<file path="src/rtl/sacd_pkg.sv">
package sacd_pkg;

	localparam int NUM_SETS = 64;
	localparam int NUM_WAYS = 4;
	localparam int TAG_BITS = 22;

	localparam int SET_BITS = $clog2(NUM_SETS);
	localparam int WAY_BITS = $clog2(NUM_WAYS);
	// one instruction half and one data half
	localparam int ROW_BITS = SET_BITS + 1;
	localparam int ROWS = 2 * NUM_SETS;

	localparam int MODE_BITS = 2;
	localparam logic [MODE_BITS-1:0] MODE_IREAD = 2'd0;
	localparam logic [MODE_BITS-1:0] MODE_DREAD = 2'd1;
	localparam logic [MODE_BITS-1:0] MODE_DWRITE = 2'd2;

	localparam int CFG_IDX_BITS = 1;
	localparam int CFG_DATA_BITS = 32;
	localparam logic [CFG_IDX_BITS-1:0] CFG_REPL_MODE = 1'b0;
	localparam logic [CFG_IDX_BITS-1:0] CFG_SEED = 1'b1;

	localparam logic REPL_LRU = 1'b0;
	localparam logic REPL_RANDOM = 1'b1;

	localparam logic [31:0] LCG_MUL = 32'd214013;
	localparam logic [31:0] LCG_INC = 32'd2531011;
	localparam logic [31:0] SEED_RESET = 32'd1;

	typedef struct packed {
		logic [MODE_BITS-1:0] mode;
		logic [SET_BITS-1:0] set_index;
		logic [TAG_BITS-1:0] line_tag;
	} req_t;

	typedef struct packed {
		logic hit;
		logic [WAY_BITS-1:0] way;
		logic victim_valid;
		logic victim_dirty;
		logic [TAG_BITS-1:0] victim_tag;
	} rsp_t;

	typedef struct packed {
		logic valid;
		logic dirty;
		logic [WAY_BITS-1:0] age;
		logic [TAG_BITS-1:0] tag;
	} line_t;

	typedef line_t [NUM_WAYS-1:0] row_t;

	typedef struct packed {
		logic accept;
		logic commit;
	} cmd_t;

endpackage

</file>
<file path="src/rtl/sacd_ctrl.sv">
module sacd_ctrl import sacd_pkg::*; (
	input  logic clk,
	input  logic arst_n,
	input  logic req_valid,
	output logic req_stall,
	output logic rsp_valid,
	input  logic rsp_stall,
	output cmd_t cmd
);

	typedef enum logic [1:0] {
		ST_IDLE = 2'b01,
		ST_EVAL = 2'b10
	} state_t;

	state_t state_q;
	state_t state_d;
	logic rsp_valid_q;

	assign req_stall = (state_q != ST_IDLE);
	assign rsp_valid = rsp_valid_q;

	// result register must be free, or freed this cycle, before the row is written
	assign cmd.accept = req_valid && (state_q == ST_IDLE);
	assign cmd.commit = (state_q == ST_EVAL) && (!rsp_valid_q || !rsp_stall);

	always_comb begin
		state_d = state_q;
		case (state_q)
			ST_IDLE: begin
				if (cmd.accept) state_d = ST_EVAL;
			end
			ST_EVAL: begin
				if (cmd.commit) state_d = ST_IDLE;
			end
			default: state_d = ST_IDLE;
		endcase
	end

	always_ff @(posedge clk or negedge arst_n) begin
		if (!arst_n) begin
			state_q <= ST_IDLE;
			rsp_valid_q <= 1'b0;
		end else begin
			state_q <= state_d;
			if (cmd.commit) begin
				rsp_valid_q <= 1'b1;
			end else if (!rsp_stall) begin
				rsp_valid_q <= 1'b0;
			end
		end
	end

endmodule

</file>
<file path="config.mk">
export PLATFORM = sky130hd
export DESIGN_NAME = sacd_ctrl
export DESIGN_NICKNAME = d
export VERILOG_FILES = /design/src/rtl/sacd_pkg.sv /design/src/rtl/sacd_ctrl.sv
export SDC_FILE = /design/constraint.sdc
export NUM_CORES = 1
export LEC_CHECK = 0
export ABC_CLOCK_PERIOD_IN_PS = 2700
export BUFFER_PORTS_ARGS = -buffer_cell sky130_fd_sc_hd__buf_2
export CORE_AREA = 2 2 39 41
export CTS_CLUSTER_DIAMETER = 150
export CTS_CLUSTER_SIZE = 14
export DETAILED_ROUTE_END_ITERATION = 6
export DIE_AREA = 0 0 41 43
export GPL_TIMING_DRIVEN = 0
export PLACE_DENSITY = 0.34
export SYNTH_ARGS = -nofsm -noshare
export SYNTH_HDL_FRONTEND = slang
export SYNTH_SLANG_ARGS = --single-unit
</file>
<file path="constraint.sdc">
create_clock -name clk -period 2.7 [get_ports clk]
set_input_delay 0.405 -clock clk [delete_from_list [all_inputs] [get_ports clk]]
set_output_delay 0.405 -clock clk [all_outputs]
set_load 0.02 [all_outputs]
</file>
==> metrics.txt, run 1 <==
status finished, final reports clean; GRT Overall Usage between 5 and 6%; crit path to req_stall; chip height around 43 microns; Clock Skews between 0.8 and 0.9 ps; CP peak stage delay about 520 ps; Core Rows 14; Vias 122; Crit Path Max Fanout 3; WL final between 300 and 400 microns; Die W 41 microns; GP Congestion 0.543; Avg WL per Cell about 8.0 microns; Worst VDD drop between 150 and 200 uV; Critical Path RT ~2300 ps; Syn Area/Cell 10.7 sq um; Synth cell types 9; arrival time at the worst endpoint around 1200 ps; Final min period around 1600 ps; vias in the first global route roughly 130; Highest Clock Rate 0.626 GHz; critical path class register to output pin; delay-heaviest family, CP flip-flops; Reg clk slew, reported paths about 40 ps; CTS root buffer clkbuf_4; iteration-0 DRC count of the detailed router 1; H-tree levels 1; Post-Synth Simple-Gate Area approximately 25%; Leak Pwr between 0.1 and 0.15 nW; Mapped Nets 16; post-synthesis sequential area ratio about three fifths; CTS tree done; Worst-Margin Slew 166 ps; RSZ-0062 raised after global routing no; gr ovfl total 0; Final Util around 16%; clk_lat worst skew ~230 ps; Final #Nets 29; Reg2Reg Launch Point state_q[0]$_DFFE_PN1P_; Reg2Reg Setup Slack between 1500 and 2000 ps; I/O Pins 8; Max clock buf depth 2; CP Cell Sequence or2b_2, buf_2; CP Launch Point state_q[0]$_DFFE_PN1P_; Slew Limit Fails 0; sum of buffers and inverters on the critical path 1; 1st-pass router iterations 2; Synth Area in XOR/XNOR 0%; Worst Reg-to-Reg Cells 2; Mapped Cells 12; share of layout cells above drive strength 1 54.2%; Crit-path slowest cell dfstp_2; core region area ~1400 sq um; cts bufs inserted 3; vias per inst roughly 3; largest net degree at the start of global routing 6; max cap viols 0; Filler cells around 160; Port Buffers 7; ANT nets after route 0; most frequent cells in the layout buf_2, nand2_1, clkbuf_4; Pwr Density around 760 nW/um^2; Synth Cell Area between 100 and 150 sq um; Area Growth Syn to Fin 70.9%; most common cell after layout, fill and taps aside buf_2; Synth Area in Compound Gates 15.5%; mux contribution to synthesized area 0%; total inserted antenna cells 0; Worst R2R End state_q[1]$_DFFE_PN0P_; Setup Viol. Count Final 0; initial antenna violation count 0; Worst path depth 2; Slew headroom approximately 89%; Startpoint Class register; Die Area around 1800 sq um; setup_tns 0 ps; Synth warnings 0; period utilisation layout between 50% and 60%; adder-cell share of the synthesized area 0%; drt drc 0; Final Hold Viols 0; Crit. End Element output pin; Hold Crit Class input pin to register; first-pass GRT wire length roughly 500 microns; postcts setup bufs 0; Starting Density 9.31%; CTS Sinks 3; register bit count reported by yosys 3; largest family of logic cells by synthesized area simple AND/OR/NAND/NOR gates
## cells by family (layout without fill, tap and decap cells)
kind of cell    count (synthesis)  count (layout)
compound gates                  3               3
buf+inv                         0              12
flops                           3               3
simple gates                    6               6
## flip-flops by register name, indices dropped and copies added (netlist names)
| name | count |
|---|---|
| state_q | 2 |
| rsp_valid | 1 |
## tightest hold or removal path, cell delays in order
cell	delay (ps)
buf_2	90
nand2_1	80
nand2_1	60
## metal layers
layer  routed length, microns  part of all wire [%]  track usage [%]  vias up
met5                        0                     0                0        -
met4                        0                     0             6.00        0
met3                       46                    14             6.28        0
met2                       89                    28             4.06        8
met1                      182                    57             6.13       49
li1                         -                     -                -       65
## worst min path at each step
stage,slack [ps],start,depth (start not counted),endpoint
floorplan,110,arst_n,0,rsp_valid$_DFFE_PN0P_
global placement,200,arst_n,1,rsp_valid$_DFFE_PN0P_
detailed placement,200,arst_n,1,rsp_valid$_DFFE_PN0P_
CTS,430,rsp_stall,3,rsp_valid$_DFFE_PN0P_
global route,440,rsp_stall,3,rsp_valid$_DFFE_PN0P_
finish,440,rsp_stall,3,rsp_valid$_DFFE_PN0P_
## layout make-up
class,instances,area [sq um],share of cell area (%)
Multi-Input combinational cell,9,52.6,23.9
Clock buffer,4,26.3,11.9
Tap cell,16,20.0,9.09
Sequential cell,3,76.3,34.7
Timing Repair Buffer,8,45.0,20.5
## synthesized netlist by cell type
cell type / instances / area share, %
o22a_1: 1 / 6.8
o22ai_1: 1 / 4.9
dfstp_2: 1 / 20
dfrtp_1: 2 / 39
a21oi_1: 1 / 3.9
or2b_2: 1 / 6.8
nand2_1: 3 / 8.7
nor2_1: 1 / 2.9
nand2b_2: 1 / 6.8
## power breakdown
part	internal [mW]	leakage, nW	switching [mW]
Combinational	0.0139	0.0610	0.0187
Sequential	0.0521	0.0367	0.00509
Clock	0.0553	0.0150	0.0223
Total	0.121	0.113	0.0461
## metrics by stage
stage	hold slack, ps	total power, mW	cell area (sq um)	setup WS, ps	instances
after floorplan	109	0.0772	129	1410	12
after global placement	202	0.0881	184	1340	35
after detailed placement	204	0.0895	184	1340	35
after CTS	429	0.173	220	1090	40
after global routing	441	0.181	220	1050	40
final	438	0.167	220	1100	40
## what timing repair did
item                                   4_1_cts  5_1_grt
gates resized for setup                      0        0
endpoints found under the hold margin        2        0
hold buffers                                 1        0
Power figures use the tool's default switching activity.
==> inputs of run 2 (changes only) <==
Settings changed: ABC_AREA from default to 1, ABC_CLOCK_PERIOD_IN_PS 2700 to 1400, PLACE_DENSITY 0.34 to 0.35.
Clock period 2.7 ns to 1.4 ns, I/O delays scaled along.
==> run 2 against run 1 <==
Net effect:
- sequential cell count stayed put
- sequential share of layout area is 0.96 points lower
- synthesized area is 2.9% higher
- non-clock buffer count stayed put
- combinational power is 100% higher
- clock skew hardly changed
- synthesized cell count is 25% higher
- utilization is 0.45 points higher
- critical path type unchanged
- first-iteration DRC count stayed put
- worst setup slack worse by 1000 ps
- total power is 95% higher
- critical endpoint is now cmd[1]
==> metrics.txt, run 2 <==
status finished, final reports clean; Port Buffers 7; CTS root buffer clkbuf_4; post-synthesis sequential area ratio 57.5%; CP peak stage delay ~530 ps; CTS tree done; Synth cell types 9; Core Rows 14; proportion of netlist area held by the largest area contributor a little under two fifths; Highest Clock Rate 0.768 GHz; Startpoint Class register; Synth Cell Area around 130 sq um; gr busiest metal met4; Crit-path slowest cell dfstp_2; total inserted antenna cells 0; delay-heaviest family, CP flip-flops; first-pass GRT wire length roughly 520 microns; drt drc 0; Synth warnings 0; Clock Skews ~1.2 ps; Crit. End Element output pin; iteration-0 DRC count of the detailed router 1; Pwr Density 1440 nW/um^2; I/O Pins 8; Top reg by flops state_q; Die W about 40 microns; GP Congestion 0.459; WL final 318 microns; Mapped Nets 19; max cap viols 0; Syn Area/Cell 8.84 sq um; Max clock buf depth 2; 1st-pass router iterations 2; Slew headroom 91.5%; period utilisation layout between 90 and 100%; Vias 143; gr ovfl total 0; setup_tns 0 ps; Final min period around 1300 ps; cts bufs inserted 3; chip height approximately 43 microns; initial antenna violation count 0; CTS Sinks 3; critical path class register to output pin; Die Area ~1800 sq um; Slew Limit Fails 0; Critical Path RT around 1200 ps; max reg flops 2; clk_lat worst skew approximately 230 ps; largest net degree at the start of global routing 5; Starting Density under 10%; Leak Pwr 0.125 nW; RSZ-0062 raised after global routing no; core region area ~1400 sq um; Avg WL per Cell approximately 7.4 microns; met2 usage roughly 5%; arrival time at the worst endpoint approximately 1100 ps; most common cell after layout, fill and taps aside buf_2; top_reg_cell synth dfrtp_1; vias per inst roughly 3.3; worst hold slack approximately 270 ps; CP Cell Sequence nand3_1, inv_2, buf_4; Area Growth Syn to Fin 70.8%; ANT nets after route 0; asr flop ratio synth 100%; HPWL Detailed between 200 and 250 microns; Worst VDD drop around 230 uV; top cells by area, synth dfrtp_1, dfstp_2, nor2_2; share of layout cells above drive strength 1 roughly 56%; Crit Path Max Fanout 3; met3 Use GR 4.71%; Filler cells 155; Worst-Margin Slew approximately 130 ps; Mapped Cells 15; most frequent cells in the layout buf_2, nand2_1, clkbuf_4; Final #Nets 32; vias in the first global route between 100 and 150; Setup Viol. Count Final 0; M1 GR Usage under 10%; Reg clk slew, reported paths roughly 40 ps; cell taking the most area after synthesis dfrtp_1; Hold Crit Class input pin to register; number of synthesized flops with an enable pin 0; GRT Overall Usage 5.44%; sum of buffers and inverters on the critical path 2; H-tree levels 1; Post-synth top cells inv_1, nand2_1, dfrtp_1, nor2_2; register bit count reported by yosys 3; Final Hold Viols 0
[run 2: power by group]
part           switching, mW  internal (mW)  total, mW  leakage [nW]
sequential           0.00710          0.100      0.108        0.0367
combinational         0.0421         0.0241     0.0662        0.0738
clock                 0.0465          0.107      0.153        0.0150
total                 0.0957          0.231      0.327         0.125
[run 2: cell type report]
| type | count | area (sq um) | share of cell area [%] |
|---|---|---|---|
| repair buffers | 8 | 47.5 | 21.0 |
| flip-flops and latches | 3 | 76.3 | 33.7 |
| inverters | 3 | 11.3 | 4.97 |
| well taps | 16 | 20.0 | 8.84 |
| multi-input cells | 9 | 45.0 | 19.9 |
| clock buffers | 4 | 26.3 | 11.6 |
[run 2: final timing paths]
path / startpoint / to / slack [ps] / depth (start not counted)
worst max-delay path: state_q[0]$_DFFE_PN1P_ / cmd[1] / 100 / 3
worst min-delay path: rsp_stall / rsp_valid$_DFFE_PN0P_ / 270 / 3
worst max register to register: state_q[0]$_DFFE_PN1P_ / state_q[0]$_DFFE_PN1P_ / 540 / 4
worst min register to register: state_q[1]$_DFFE_PN0P_ / rsp_valid$_DFFE_PN0P_ / 530 / 2
max in group asynchronous: arst_n / state_q[0]$_DFFE_PN1P_ / 910 / 2
min in group asynchronous: arst_n / rsp_valid$_DFFE_PN0P_ / 300 / 2
[run 2: routing by layer]
metal,vias to the layer above,share of wire [%]
met5,-,0
met4,0,6.6
met3,4,14
met2,10,34
met1,60,45
li1,69,-
[run 2: what timing repair did]
item	CTS	global route
hold buffers	1	0
endpoints found under the setup margin	0	1
setup buffers	0	0
gates resized for setup	0	2
endpoints found under the hold margin	3	0
[run 2: cells by family after synthesis]
kind of cell / Yosys count / synth area share [%]
buffers and inverters: 3 / 8.49
AO/OA/AOI/OAI: 2 / 7.54
AND/OR/NAND/NOR: 7 / 26.4
flip-flops: 3 / 57.6
[run 2: metrics by stage]
stage	util (%)	setup WS, ps	cells	total power [mW]	cell area, sq um
2_1_floorplan	-	343	15	0.146	133
3_3_place_gp	13.6	313	38	0.168	188
3_5_place_dp	13.6	313	38	0.170	188
4_1_cts	16.2	52.5	43	0.334	224
5_1_grt	16.4	18.8	43	0.354	226
6_report	16.4	97.2	43	0.327	226
[run 2: worst reg2reg max path, delay by kind of cell (launching register included)]
kind                   cells  cell delay, ps
buffers and inverters      1              50
AND/OR/NAND/NOR            3             230
flip-flops                 1             530
==> inputs of run 3 (changes only) <==
Settings changed: CTS_BUF_LIST from default to sky130_fd_sc_hd__clkbuf_4 sky130_fd_sc_hd__clkbuf_8.
==> run 3 against run 2 <==
Net effect:
- clock-buffer cell count unchanged
- combinational power about the same
- cell count unchanged
- largest power group unchanged
- sequential share of layout area is 0.55 points lower
- highest routed layer unchanged
- clock power grew 14%
==> metrics.txt, run 3 (synthesis results as in run 2) <==
CP Cell Sequence nand3_1, inv_2, buf_4; switching part of the total between 20 and 30%; H-tree levels 1; most frequent cells in the layout buf_2, clkbuf_4, nand2_1; arrival time at the worst endpoint ~1100 ps; Reg clk slew, reported paths 40 ps; share of layout cells above drive strength 1 59.3%; Reg power frac 31.0%; Area after DPL ~190 sq um; GRT Overall Usage roughly 5.7%; CTS Sinks 3; Clock Skews between 0.6 and 0.7 ps; chip height 43 microns; initial antenna violation count 0; ANT nets after route 0; Pwr Density 1510 nW/um^2; vias per inst 3.37; Critical Path RT between 1000 and 1500 ps; Slew Limit Fails 0; Port Buffers 7; Setup Viol. Count Final 0; sum of buffers and inverters on the critical path 2; GP Congestion ~0.46; status finished, final reports clean; period utilisation layout between 90 and 100%; largest net degree at the start of global routing 5; setup_tns 0 ps; Leak Pwr between 0.1 and 0.15 nW; crit path to cmd[1]; Hold Crit Depth 3; 1st-pass router iterations 2; Die Area between 1500 and 2000 sq um; CTS tree done; RSZ-0062 raised after global routing no; Core Rows 14; postcts setup bufs 0; Worst VDD drop 229 uV; Crit. End Element output pin; CTS root buffer clkbuf_4; total inserted antenna cells 0; iteration-0 DRC count of the detailed router 1; Worst-Margin Slew approximately 130 ps; Max clock buf depth 2; Crit Path Max Fanout 3; Filler cells between 150 and 200; Top reg by flops state_q; Clk network pwr share 50.0%; drt drc 0; Vias approximately 150; Worst Reg-to-Reg Cells 4; max reg flops 2; worst hold slack 265 ps; cts bufs inserted 3; vias in the first global route about 130; max cap viols 0; Slew headroom between 90% and 100%; Startpoint Class register; Die W 41 microns; Final min period around 1300 ps; WL final 320 microns; Reg2Reg Launch Point state_q[0]$_DFFE_PN1P_; Highest Clock Rate ~0.77 GHz; Avg WL per Cell 7.44 microns; Worst R2R End state_q[0]$_DFFE_PN1P_; core region area 1380 sq um; CP peak stage delay around 530 ps; delay-heaviest family, CP flip-flops; HPWL Detailed around 240 microns; post-route cell area around 230 sq um; critical path class register to output pin; I/O Pins 8; gr ovfl total 0; Final #Nets 32; CP Launch Point state_q[0]$_DFFE_PN1P_; Reg2Reg Setup Slack 540 ps; combinational fraction of design power between 10% and 20%; Final Hold Viols 0; footprint of the multi-input gates between 40 and 50 sq um; first-pass GRT wire length 538 microns; NetSw 96.5 uW; Crit-path slowest cell dfstp_2; clk_lat worst skew 230 ps; register area about 76 sq um; Internal Power roughly 250 uW; Hold Crit Class input pin to register; Area Growth Syn to Fin 73.6%; Starting Density a little under a tenth; hold_sp rsp_stall; Worst path depth 3; most common cell after layout, fill and taps aside buf_2
## run 3: cell counts in the layout (fill, tap and decap cells not counted)
Identical to the previous run, type by type.
## run 3: worst min path at each step
| stage | to | slack, ps |
|---|---|---|
| after floorplan | rsp_valid$_DFFE_PN0P_ | -90 |
| after global placement | state_q[1]$_DFFE_PN0P_ | 7 |
| after detailed placement | rsp_valid$_DFFE_PN0P_ | 7 |
| after CTS | rsp_valid$_DFFE_PN0P_ | 270 |
| after global routing | rsp_valid$_DFFE_PN0P_ | 280 |
| final | rsp_valid$_DFFE_PN0P_ | 260 |
## run 3: metrics by stage
| step | power [mW] | setup WS (ps) | std cells | util (%) |
|---|---|---|---|---|
| 6_report | 0.347 | 96.0 | 43 | 16.6 |
| 5_1_grt | 0.376 | 15.4 | 43 | 16.6 |
| 4_1_cts | 0.355 | 50.7 | 43 | 16.5 |
| 3_5_place_dp | 0.170 | 313 | 38 | 13.6 |
| 3_3_place_gp | 0.168 | 313 | 38 | 13.6 |
| 2_1_floorplan | 0.146 | 343 | 15 | - |
## run 3: final cells by class
| type | instances | area share, % |
|---|---|---|
| Timing Repair Buffer | 8 | 20.7 |
| Inverter | 3 | 4.89 |
| Sequential cell | 3 | 33.2 |
| Tap cell | 16 | 8.70 |
| Multi-Input combinational cell | 9 | 19.6 |
| Clock buffer | 4 | 13.0 |
## run 3: timing repair
action,CTS,global route
gates resized for setup,0,2
endpoints found under the setup margin,0,1
endpoints found under the hold margin,3,0
hold buffers,1,0
## run 3: tightest hold or removal path, cell delays in order
cell     delay, ps
buf_2           90
nand2_1         90
nand2_1         80
## run 3: power by group through the flow
stage / Combinational (mW) / Clock (mW) / Sequential, mW
2_1_floorplan: 0.0342 / 0 / 0.112
3_3_place_gp: 0.0601 / 0 / 0.108
3_5_place_dp: 0.0614 / 0 / 0.109
4_1_cts: 0.0638 / 0.183 / 0.108
5_1_grt: 0.0731 / 0.193 / 0.110
6_report: 0.0662 / 0.174 / 0.108
## run 3: per-layer routing
layer	track usage, %	wire length (microns)	share of wire (%)
met1	5.54	144	45
met2	5.00	109	34
met3	4.71	45	14
met4	10.0	21	6.6
met5	0	0	0
